<file path="config.mk">
export PLATFORM = sky130hd
export DESIGN_NAME = mrrc_core
export DESIGN_NICKNAME = d
export VERILOG_FILES = /design/src/mrrc_pkg.sv /design/src/mrrc_core.sv
export SDC_FILE = /design/constraint.sdc
export NUM_CORES = 1
export LEC_CHECK = 0
export ABC_AREA = 0
export BUFFER_PORTS_ARGS = -buffer_cell sky130_fd_sc_hd__buf_4
export CAP_MARGIN = 25
export CORE_ASPECT_RATIO = 0.8
export CORE_MARGIN = 2
export CORE_UTILIZATION = 63
export DETAILED_ROUTE_END_ITERATION = 7
export PLACE_DENSITY = 0.84
export SYNTH_ARGS = -nofsm -noshare
export SYNTH_HDL_FRONTEND = slang
export SYNTH_SLANG_ARGS = --single-unit
</file>
<file path="constraint.sdc">
create_clock -name clk -period 7 [get_ports clk]
set_clock_uncertainty 0.05 [all_clocks]
set_input_delay 1.05 -clock clk [delete_from_list [all_inputs] [get_ports clk]]
set_output_delay 1.05 -clock clk [all_outputs]
set_load 0.01 [all_outputs]
</file>
<file path="src/mrrc_pkg.sv">
// ----------------------------------------------------------------------------
// Reply checker package
// Types, constants and helper functions shared by the reply checker files.
// ----------------------------------------------------------------------------
package mrrc_pkg;

	localparam int DEFAULT_MAX_FRAME = 64;
	localparam int BYTE_W            = 8;
	localparam int CNT_W             = 16;
	localparam int LEN_W             = 7;
	localparam int MIN_FRAME         = 5;

	localparam logic [15:0]       CRC_INIT = 16'hFFFF;
	localparam logic [15:0]       CRC_POLY = 16'hA001;
	localparam logic [BYTE_W-1:0] EXC_BIT  = 8'h80;

	localparam logic [BYTE_W-1:0] FC_READ_COILS      = 8'd1;
	localparam logic [BYTE_W-1:0] FC_READ_DISCRETE   = 8'd2;
	localparam logic [BYTE_W-1:0] FC_READ_HOLDING    = 8'd3;
	localparam logic [BYTE_W-1:0] FC_READ_INPUT      = 8'd4;
	localparam logic [BYTE_W-1:0] FC_WRITE_COIL      = 8'd5;
	localparam logic [BYTE_W-1:0] FC_WRITE_REGISTER  = 8'd6;
	localparam logic [BYTE_W-1:0] FC_WRITE_COILS     = 8'd15;
	localparam logic [BYTE_W-1:0] FC_WRITE_REGISTERS = 8'd16;

	typedef enum logic [2:0] {
		ST_OK        = 3'd0,
		ST_SHORT     = 3'd1,
		ST_WRONG_ID  = 3'd2,
		ST_CRC_FAIL  = 3'd3,
		ST_EXCEPTION = 3'd4,
		ST_ILLEGAL   = 3'd5
	} status_t;

	typedef struct packed {
		status_t             status;
		logic [BYTE_W-1:0]   function_code;
		logic [LEN_W-1:0]    frame_length;
		logic [CNT_W-1:0]    success_count;
		logic [CNT_W-1:0]    failure_count;
		logic [CNT_W-1:0]    exception_count;
		logic [CNT_W-1:0]    retry_count;
	} result_t;

	typedef struct packed {
		logic [BYTE_W-1:0] data_byte;
		logic              last_byte;
		logic [BYTE_W-1:0] expected_id;
	} beat_t;

	function automatic logic [15:0] crc_byte(input logic [15:0] crc, input logic [BYTE_W-1:0] b);
		logic [15:0] c;
		c = crc ^ {8'h00, b};
		for (int k = 0; k < 8; k++) begin
			if (c[0]) begin
				c = (c >> 1) ^ CRC_POLY;
			end else begin
				c = c >> 1;
			end
		end
		return c;
	endfunction

	function automatic logic legal_function(input logic [BYTE_W-1:0] f);
		logic ok;
		case (f) inside
			FC_READ_COILS, FC_READ_DISCRETE, FC_READ_HOLDING, FC_READ_INPUT,
			FC_WRITE_COIL, FC_WRITE_REGISTER, FC_WRITE_COILS, FC_WRITE_REGISTERS: ok = 1'b1;
			default: ok = 1'b0;
		endcase
		return ok;
	endfunction

endpackage

</file>
<file path="src/mrrc_core.sv">
// ----------------------------------------------------------------------------
// Reply checker core
// Per-frame CRC, byte count and header capture, status decision and counters.
// ----------------------------------------------------------------------------
module mrrc_core import mrrc_pkg::*; #(
	parameter int MAX_FRAME = DEFAULT_MAX_FRAME
) (
	input  logic    clk,
	input  logic    arst_n,
	input  logic    accept,
	input  beat_t   beat,
	output logic    push,
	output result_t result
);

	localparam int CW = $clog2(MAX_FRAME + 1);

	logic [15:0]       crc_q, crc_n;
	logic [CW-1:0]     cnt_q, cnt_n;
	logic              ovf_q, ovf_n;
	logic [BYTE_W-1:0] first_q, first_n;
	logic [BYTE_W-1:0] func_q, func_n;
	logic [BYTE_W-1:0] d0_q, d0_n;
	logic [BYTE_W-1:0] d1_q, d1_n;
	logic [CNT_W-1:0]  ok_q, ok_n;
	logic [CNT_W-1:0]  fail_q, fail_n;
	logic [CNT_W-1:0]  exc_q, exc_n;
	logic [CNT_W-1:0]  retry_q, retry_n;
	status_t           status;

	always_comb begin
		crc_n   = crc_q;
		cnt_n   = cnt_q;
		ovf_n   = ovf_q;
		first_n = first_q;
		func_n  = func_q;
		d0_n    = d0_q;
		d1_n    = d1_q;
		if (cnt_q == CW'(MAX_FRAME)) begin
			ovf_n = 1'b1;
		end else begin
			if (cnt_q >= CW'(2)) begin
				crc_n = crc_byte(crc_q, d0_q);
			end
			d0_n = d1_q;
			d1_n = beat.data_byte;
			if (cnt_q == '0) begin
				first_n = beat.data_byte;
			end
			if (cnt_q == CW'(1)) begin
				func_n = beat.data_byte;
			end
			cnt_n = cnt_q + CW'(1);
		end

		if (cnt_n < CW'(MIN_FRAME) || ovf_n) begin
			status = ST_SHORT;
		end else if (first_n != beat.expected_id) begin
			status = ST_WRONG_ID;
		end else if (d0_n != crc_n[7:0] || d1_n != crc_n[15:8]) begin
			status = ST_CRC_FAIL;
		end else if ((func_n & EXC_BIT) == EXC_BIT) begin
			status = ST_EXCEPTION;
		end else if (!legal_function(func_n)) begin
			status = ST_ILLEGAL;
		end else begin
			status = ST_OK;
		end

		ok_n    = ok_q;
		fail_n  = fail_q;
		exc_n   = exc_q;
		retry_n = retry_q;
		if (status == ST_OK) begin
			ok_n    = ok_q + CNT_W'(1);
			retry_n = '0;
		end else begin
			if (status == ST_EXCEPTION) begin
				exc_n = exc_q + CNT_W'(1);
			end
			fail_n  = fail_q + CNT_W'(1);
			retry_n = retry_q + CNT_W'(1);
		end

		result.status          = status;
		result.function_code   = func_n;
		result.frame_length    = LEN_W'(cnt_n);
		result.success_count   = ok_n;
		result.failure_count   = fail_n;
		result.exception_count = exc_n;
		result.retry_count     = retry_n;
	end

	assign push = accept && beat.last_byte;

	always_ff @(posedge clk or negedge arst_n) begin
		if (!arst_n) begin
			crc_q   <= CRC_INIT;
			cnt_q   <= '0;
			ovf_q   <= 1'b0;
			first_q <= '0;
			func_q  <= '0;
			d0_q    <= '0;
			d1_q    <= '0;
			ok_q    <= '0;
			fail_q  <= '0;
			exc_q   <= '0;
			retry_q <= '0;
		end else if (accept) begin
			if (beat.last_byte) begin
				crc_q   <= CRC_INIT;
				cnt_q   <= '0;
				ovf_q   <= 1'b0;
				first_q <= '0;
				func_q  <= '0;
				d0_q    <= '0;
				d1_q    <= '0;
				ok_q    <= ok_n;
				fail_q  <= fail_n;
				exc_q   <= exc_n;
				retry_q <= retry_n;
			end else begin
				crc_q   <= crc_n;
				cnt_q   <= cnt_n;
				ovf_q   <= ovf_n;
				first_q <= first_n;
				func_q  <= func_n;
				d0_q    <= d0_n;
				d1_q    <= d1_n;
			end
		end
	end

	// The byte count never passes the buffer size.
	a_cnt_bound: assert property (@(posedge clk) disable iff (!arst_n)
		cnt_q <= CW'(MAX_FRAME))
		else $error("byte count beyond buffer size");

	// Overflow can only be flagged once the buffer is full.
	a_ovf_full: assert property (@(posedge clk) disable iff (!arst_n)
		ovf_q |-> cnt_q == CW'(MAX_FRAME))
		else $error("overflow flagged with buffer not full");

	// A good reply clears the retry counter.
	a_retry_clear: assert property (@(posedge clk) disable iff (!arst_n)
		push && result.status == ST_OK |=> retry_q == '0)
		else $error("retry counter not cleared after a good reply");

	// Frame state starts afresh after the final byte.
	a_frame_clear: assert property (@(posedge clk) disable iff (!arst_n)
		push |=> cnt_q == '0 && crc_q == CRC_INIT && !ovf_q)
		else $error("frame state not cleared after final byte");

endmodule

</file>
After elaboration in Yosys (flattened, before gate mapping)
Cells that the tools add are included.
W data, S select, Z words.
- add/sub/neg operators: 5
- multipliers: 0
- divide/modulo/power cells: 0
- $lt $le $gt $ge: 2
- eq/ne operators: 14
- shift operators: 0
- multiplexer cells: 54
- bitwise operators: 9
- reduce and logical (&&, ||, !) cells: 7
- operators with widths (kind ; count):
    $mux W16 ; 30
    $mux W8 ; 10
    $add A16 B1 Y16 const B ; 4
    $eq A8 B3 Y1 const B ; 3
    $ne A8 B8 Y1 ; 3
    $not A2 Y3 ; 8
    $eq A8 B2 Y1 const B ; 2
    $xor A16 B8 Y16 ; 1
    $mux W3 ; 5
    $mux W7 ; 2
    $eq A8 B1 Y1 const B ; 1
    $eq A8 B4 Y1 const B ; 1
    $eq A8 B5 Y1 const B ; 1
    $reduce_or A8 Y1 ; 1
    $add A7 B1 Y7 const B ; 1
    $eq A7 B1 Y1 const B ; 1
    $eq A7 B7 Y1 const B ; 1
    $ge A7 B2 Y1 const B ; 1
    $logic_not A7 Y1 ; 1
    $lt A7 B3 Y1 const B ; 1
    $mux W1 ; 7
    $eq A3 B3 Y1 const B ; 1
    $logic_not A3 Y1 ; 1
    $logic_or A1 B1 Y1 ; 2
    2 further kinds ; 2
- bits in registers: 120
- latch bits: 0
- memory bits (writable): 0
- memory bits (read-only): 0
- input port bits: 20
- output and inout port bits: 83
- logic and storage cells: 102
- memories kept: 0

Depth between registers and ports, before layout
- depth in word-level cells: 46
- depth in mapped cells: 16
- gate-level depth less buffers: 11

Worst setup path after synthesis
No wires, ideal clock.
- path kind: register to output
- start point: register cnt_q[0]
- end point: output result[52] (netlist name)
- arrival: 3.452 ns
- data required time: 5.900 ns
- path slack: 2.448 ns
- stages on the path, launching flop included: 16
- path buffers: 4
- cell sequence: dfrtp_1 -> inv_1 -> ha_1 -> or4_4 -> a21oi_4 -> buf_6 -> mux2i_1 -> xnor2_1 -> nand4_1 -> a211oi_2 -> and4_1 -> buf_4 -> buf_8 -> buf_8 -> nand4_2 -> xnor2_1
- RTL lines (what ; line ; RTL):
    start: declaration ; mrrc_core.sv:19 ; logic [CW-1:0] cnt_q, cnt_n;
    start signal: assignment ; mrrc_core.sv:124 ; cnt_q <= cnt_n;
    end: declaration ; mrrc_core.sv:13 ; output result_t result

==> flow_summary_export.csv <==
group,metric,value,unit
route,drcViolationCount,0,
timing,max_freq,164,MHz
timing,drv_slew,0,
timing,tightestPinTransition,0.953,ns
timing,finalCritPeriodShare,87.2,%
timing,slew_headroom,36.5,%
placement,hpwlAfterDp,13900,um
clock_tree,cts_tree,"yes",
route,drt-total-wl,20500,um
global_routing,antenna_found_initial,0,
clock_tree,cts-resized-gates,0,
critical_path,setup.worst_path.class,"flop to primary output",
logic_synthesis,yosysMostFrequentCell,"dfrtp_1",
logic_synthesis,synth_warnings,0,
logic_synthesis,yosysSeqAreaShare,39.1,%
power_and_ir_drop,power_density,314,nW/um^2
cells_and_area,diodes,0,
logic_synthesis,synth_common_cells,"dfrtp_1, xor2_1, xnor2_1",
critical_path,critPathArrivalTime,5.01,ns
logic_synthesis,synth_edf_count,0,
route,via_count,6675,
clock_tree,clk_latency,0.43,ns
global_routing,overflow,0,
critical_path,ff2ff_setup_slack,2.23,ns
hold_path,hold_class,"flop to flop",
floorplan,die_w,128,um
floorplan,num_io_pins,103,
clock_tree,clk_pin_slew,0.05,ns
cells_and_area,drive_gt1_share,19.4,%
cells_and_area,fin_nets,938,
logic_synthesis,netlist_top_cells_area,"dfrtp_1, xor2_1, xnor2_1",
hold_path,holdPathStages,1,
timing,final-setup-viol-count,0,
critical_path,end_kind,"primary output",
clock_tree,htreeDepth,4,
outcome,status,"complete, no violations",
global_routing,grt_pass1_wl,32800,um
timing,worst_hold_slack,0.447,ns
route,drt_iter0_markers,709,
timing,period_minus_slack,6.11,ns
logic_synthesis,syn_area,7740,um^2
timing,hold_viol,0,
logic_synthesis,synth.net_count,857,
route,wl_per_cell,19.1,um
logic_synthesis,synthArstFlopShare,100,%
floorplan,core,12100,um^2
critical_path,cp-start-kind,"flop",
timing,setup_tns,0,ns
logic_synthesis,synth_area_leader_cell,"dfrtp_1",
route,ant_nets,0,
logic_synthesis,syn_area_per_cell,9.33,um^2
logic_synthesis,ys_ff_latch,120,
route,dr.pass1.iters,7,
global_routing,grt_pass1_vias,6332,
timing,rsz0062_at_grt,"false",
clock_tree,postCtsHoldBufs,0,
clock_tree,root_buffer,"clkbuf_16",
global_routing,grt_max_degree,70,
critical_path,critPathRequiredTime,5.90,ns
clock_tree,cts_buffer_depth,2,
clock_tree,cts_setup_buffers,0,
global_routing,grt_usage,31.9,%
power_and_ir_drop,vdd_drop_max,0.238,mV
floorplan,die_h,103,um
critical_path,r2r_cells,11,
cells_and_area,area_growth,17.9,%
critical_path,crit_path_max_fanout,52,
placement,portBuffers,102,
placement,place_congestion,0.941,
logic_synthesis,synth_cells,829,
clock_tree,clock_sinks,120,
clock_tree,cts_buffers,17,
floorplan,initial_core_util,64.1,%
logic_synthesis,yosys.area.top_type_share,33.6,%
route,avgViaCountPerCell,6.21,
floorplan,rows,36,
logic_synthesis,synth_cell_type_count,68,
floorplan,die-area,13200,um^2
cells_and_area,fill_cells,804,
power_and_ir_drop,leakage,4.39,nW
flow_run,cap_violations,0,
logic_synthesis,synthFlopType,"dfrtp_1",
## critical path, cell delays in order, from the launching register on
cell and delay, ns:
dfrtp_1 0.52, inv_1 0.12, ha_1 0.23, or4_4 0.44, a21oi_4 0.52, mux2i_1 0.30, xnor2_1 0.16, nand4_1 0.16
a211oi_2 0.53, and4_2 0.95, nand3_1 0.24, xnor2_1 0.20, buf_4 0.14
## cell usage in the layout, fill, tap and decap left out, drive strengths merged, types with 3 or more instances in the layout
| cell | netlist | routed |
|---|---|---|
| or4 | 10 | 10 |
| nor4 | 12 | 12 |
| o31ai | 3 | 3 |
| a22o | 24 | 24 |
| nand4 | 21 | 21 |
| xnor2 | 75 | 75 |
| and3 | 13 | 13 |
| a21oi | 22 | 22 |
| inv | 43 | 43 |
| clkinv | 0 | 3 |
| ha | 8 | 8 |
| dfrtp | 104 | 104 |
| nor2b | 3 | 3 |
| buf | 20 | 106 |
| nand3 | 60 | 60 |
| nor3 | 46 | 46 |
| nor2 | 61 | 61 |
| nor4b | 4 | 4 |
| dfstp | 16 | 16 |
| o22a | 7 | 7 |
| or2 | 3 | 3 |
| nand3b | 3 | 3 |
| nand2b | 6 | 6 |
| bufinv | 0 | 4 |
| a2bb2oi | 4 | 4 |
| xor2 | 79 | 79 |
| o21ai | 12 | 12 |
| mux2 | 9 | 9 |
| clkbuf | 24 | 25 |
| mux2i | 33 | 33 |
| nand2 | 64 | 64 |
| o22ai | 11 | 11 |
## routing by layer
metal  up-vias  GRT usage, %  wire length (um)
met5         -             0                 0
met4         0          10.6               352
met3        41          6.90              1570
met2       321          50.4              9650
met1      3248          44.4              8960
li1       3065             -                 -
## per-stage QoR
stage               worst slack [ns]  area (um^2)  power (W)  cells  util [%]
floorplan                       2.45         7740    0.00161    829         -
global placement                1.66         8470    0.00187   1041      70.2
detailed placement              1.46         8470    0.00191   1041      70.2
CTS                            0.969         9100    0.00286   1073      75.4
global route                   0.582         9120    0.00301   1075      75.5
finish                         0.893         9120    0.00287   1075      75.5
## sequential cells by signal, summed over array words and instances, names as in the netlist
name,flops
crc_q,16
exc_q,16
fail_q,16
ok_q,16
retry_q,16
d0_q,8
d1_q,8
first_q,8
func_q,8
cnt_q,7
ovf_q,1
## where the power goes
group	internal, W	switching (W)	total, W	leakage, nW
registers	0.000804	0.000114	0.000918	1.49
logic	0.000470	0.000536	0.00101	2.59
clock network	0.000633	0.000311	0.000943	0.311
total	0.00191	0.000961	0.00287	4.39
## cell type report
cell class                      instances  area [um^2]  area share (%)
Tap cell                              152          190            2.09
Inverter                               43          161            1.77
Clock inverter                          7          139            1.52
Multi-Input combinational cell        622         4320            47.3
Timing Repair Buffer                  106          796            8.73
Sequential cell                       120         3020            33.1
Clock buffer                           25          495            5.43
## logic make-up (layout without fill, tap and decap cells)
| kind of cell | count (synthesis) | in the layout | share of synthesized area, % |
|---|---|---|---|
| DFF | 120 | 120 | 39.1 |
| adders and majority gates | 8 | 8 | 1.29 |
| buffers and inverters | 87 | 181 | 5.17 |
| AOI/OAI and AO/OA | 100 | 100 | 9.43 |
| and+or+nand+nor | 316 | 316 | 21.2 |
| muxes | 42 | 42 | 5.58 |
| xor gates and xnor gates | 156 | 156 | 18.2 |
## path summary, 6_finish.rpt
kind,startpoint,to
max in group asynchronous,arst_n,fail_q[6]
min in group asynchronous,arst_n,first_q[5]
min reg2reg,ok_q[15],ok_q[15]
max,cnt_q[0],result[57]
min,ok_q[15],ok_q[15]
max reg2reg,cnt_q[0],fail_q[1]
Note: power is estimated with default switching activity, not from simulation.
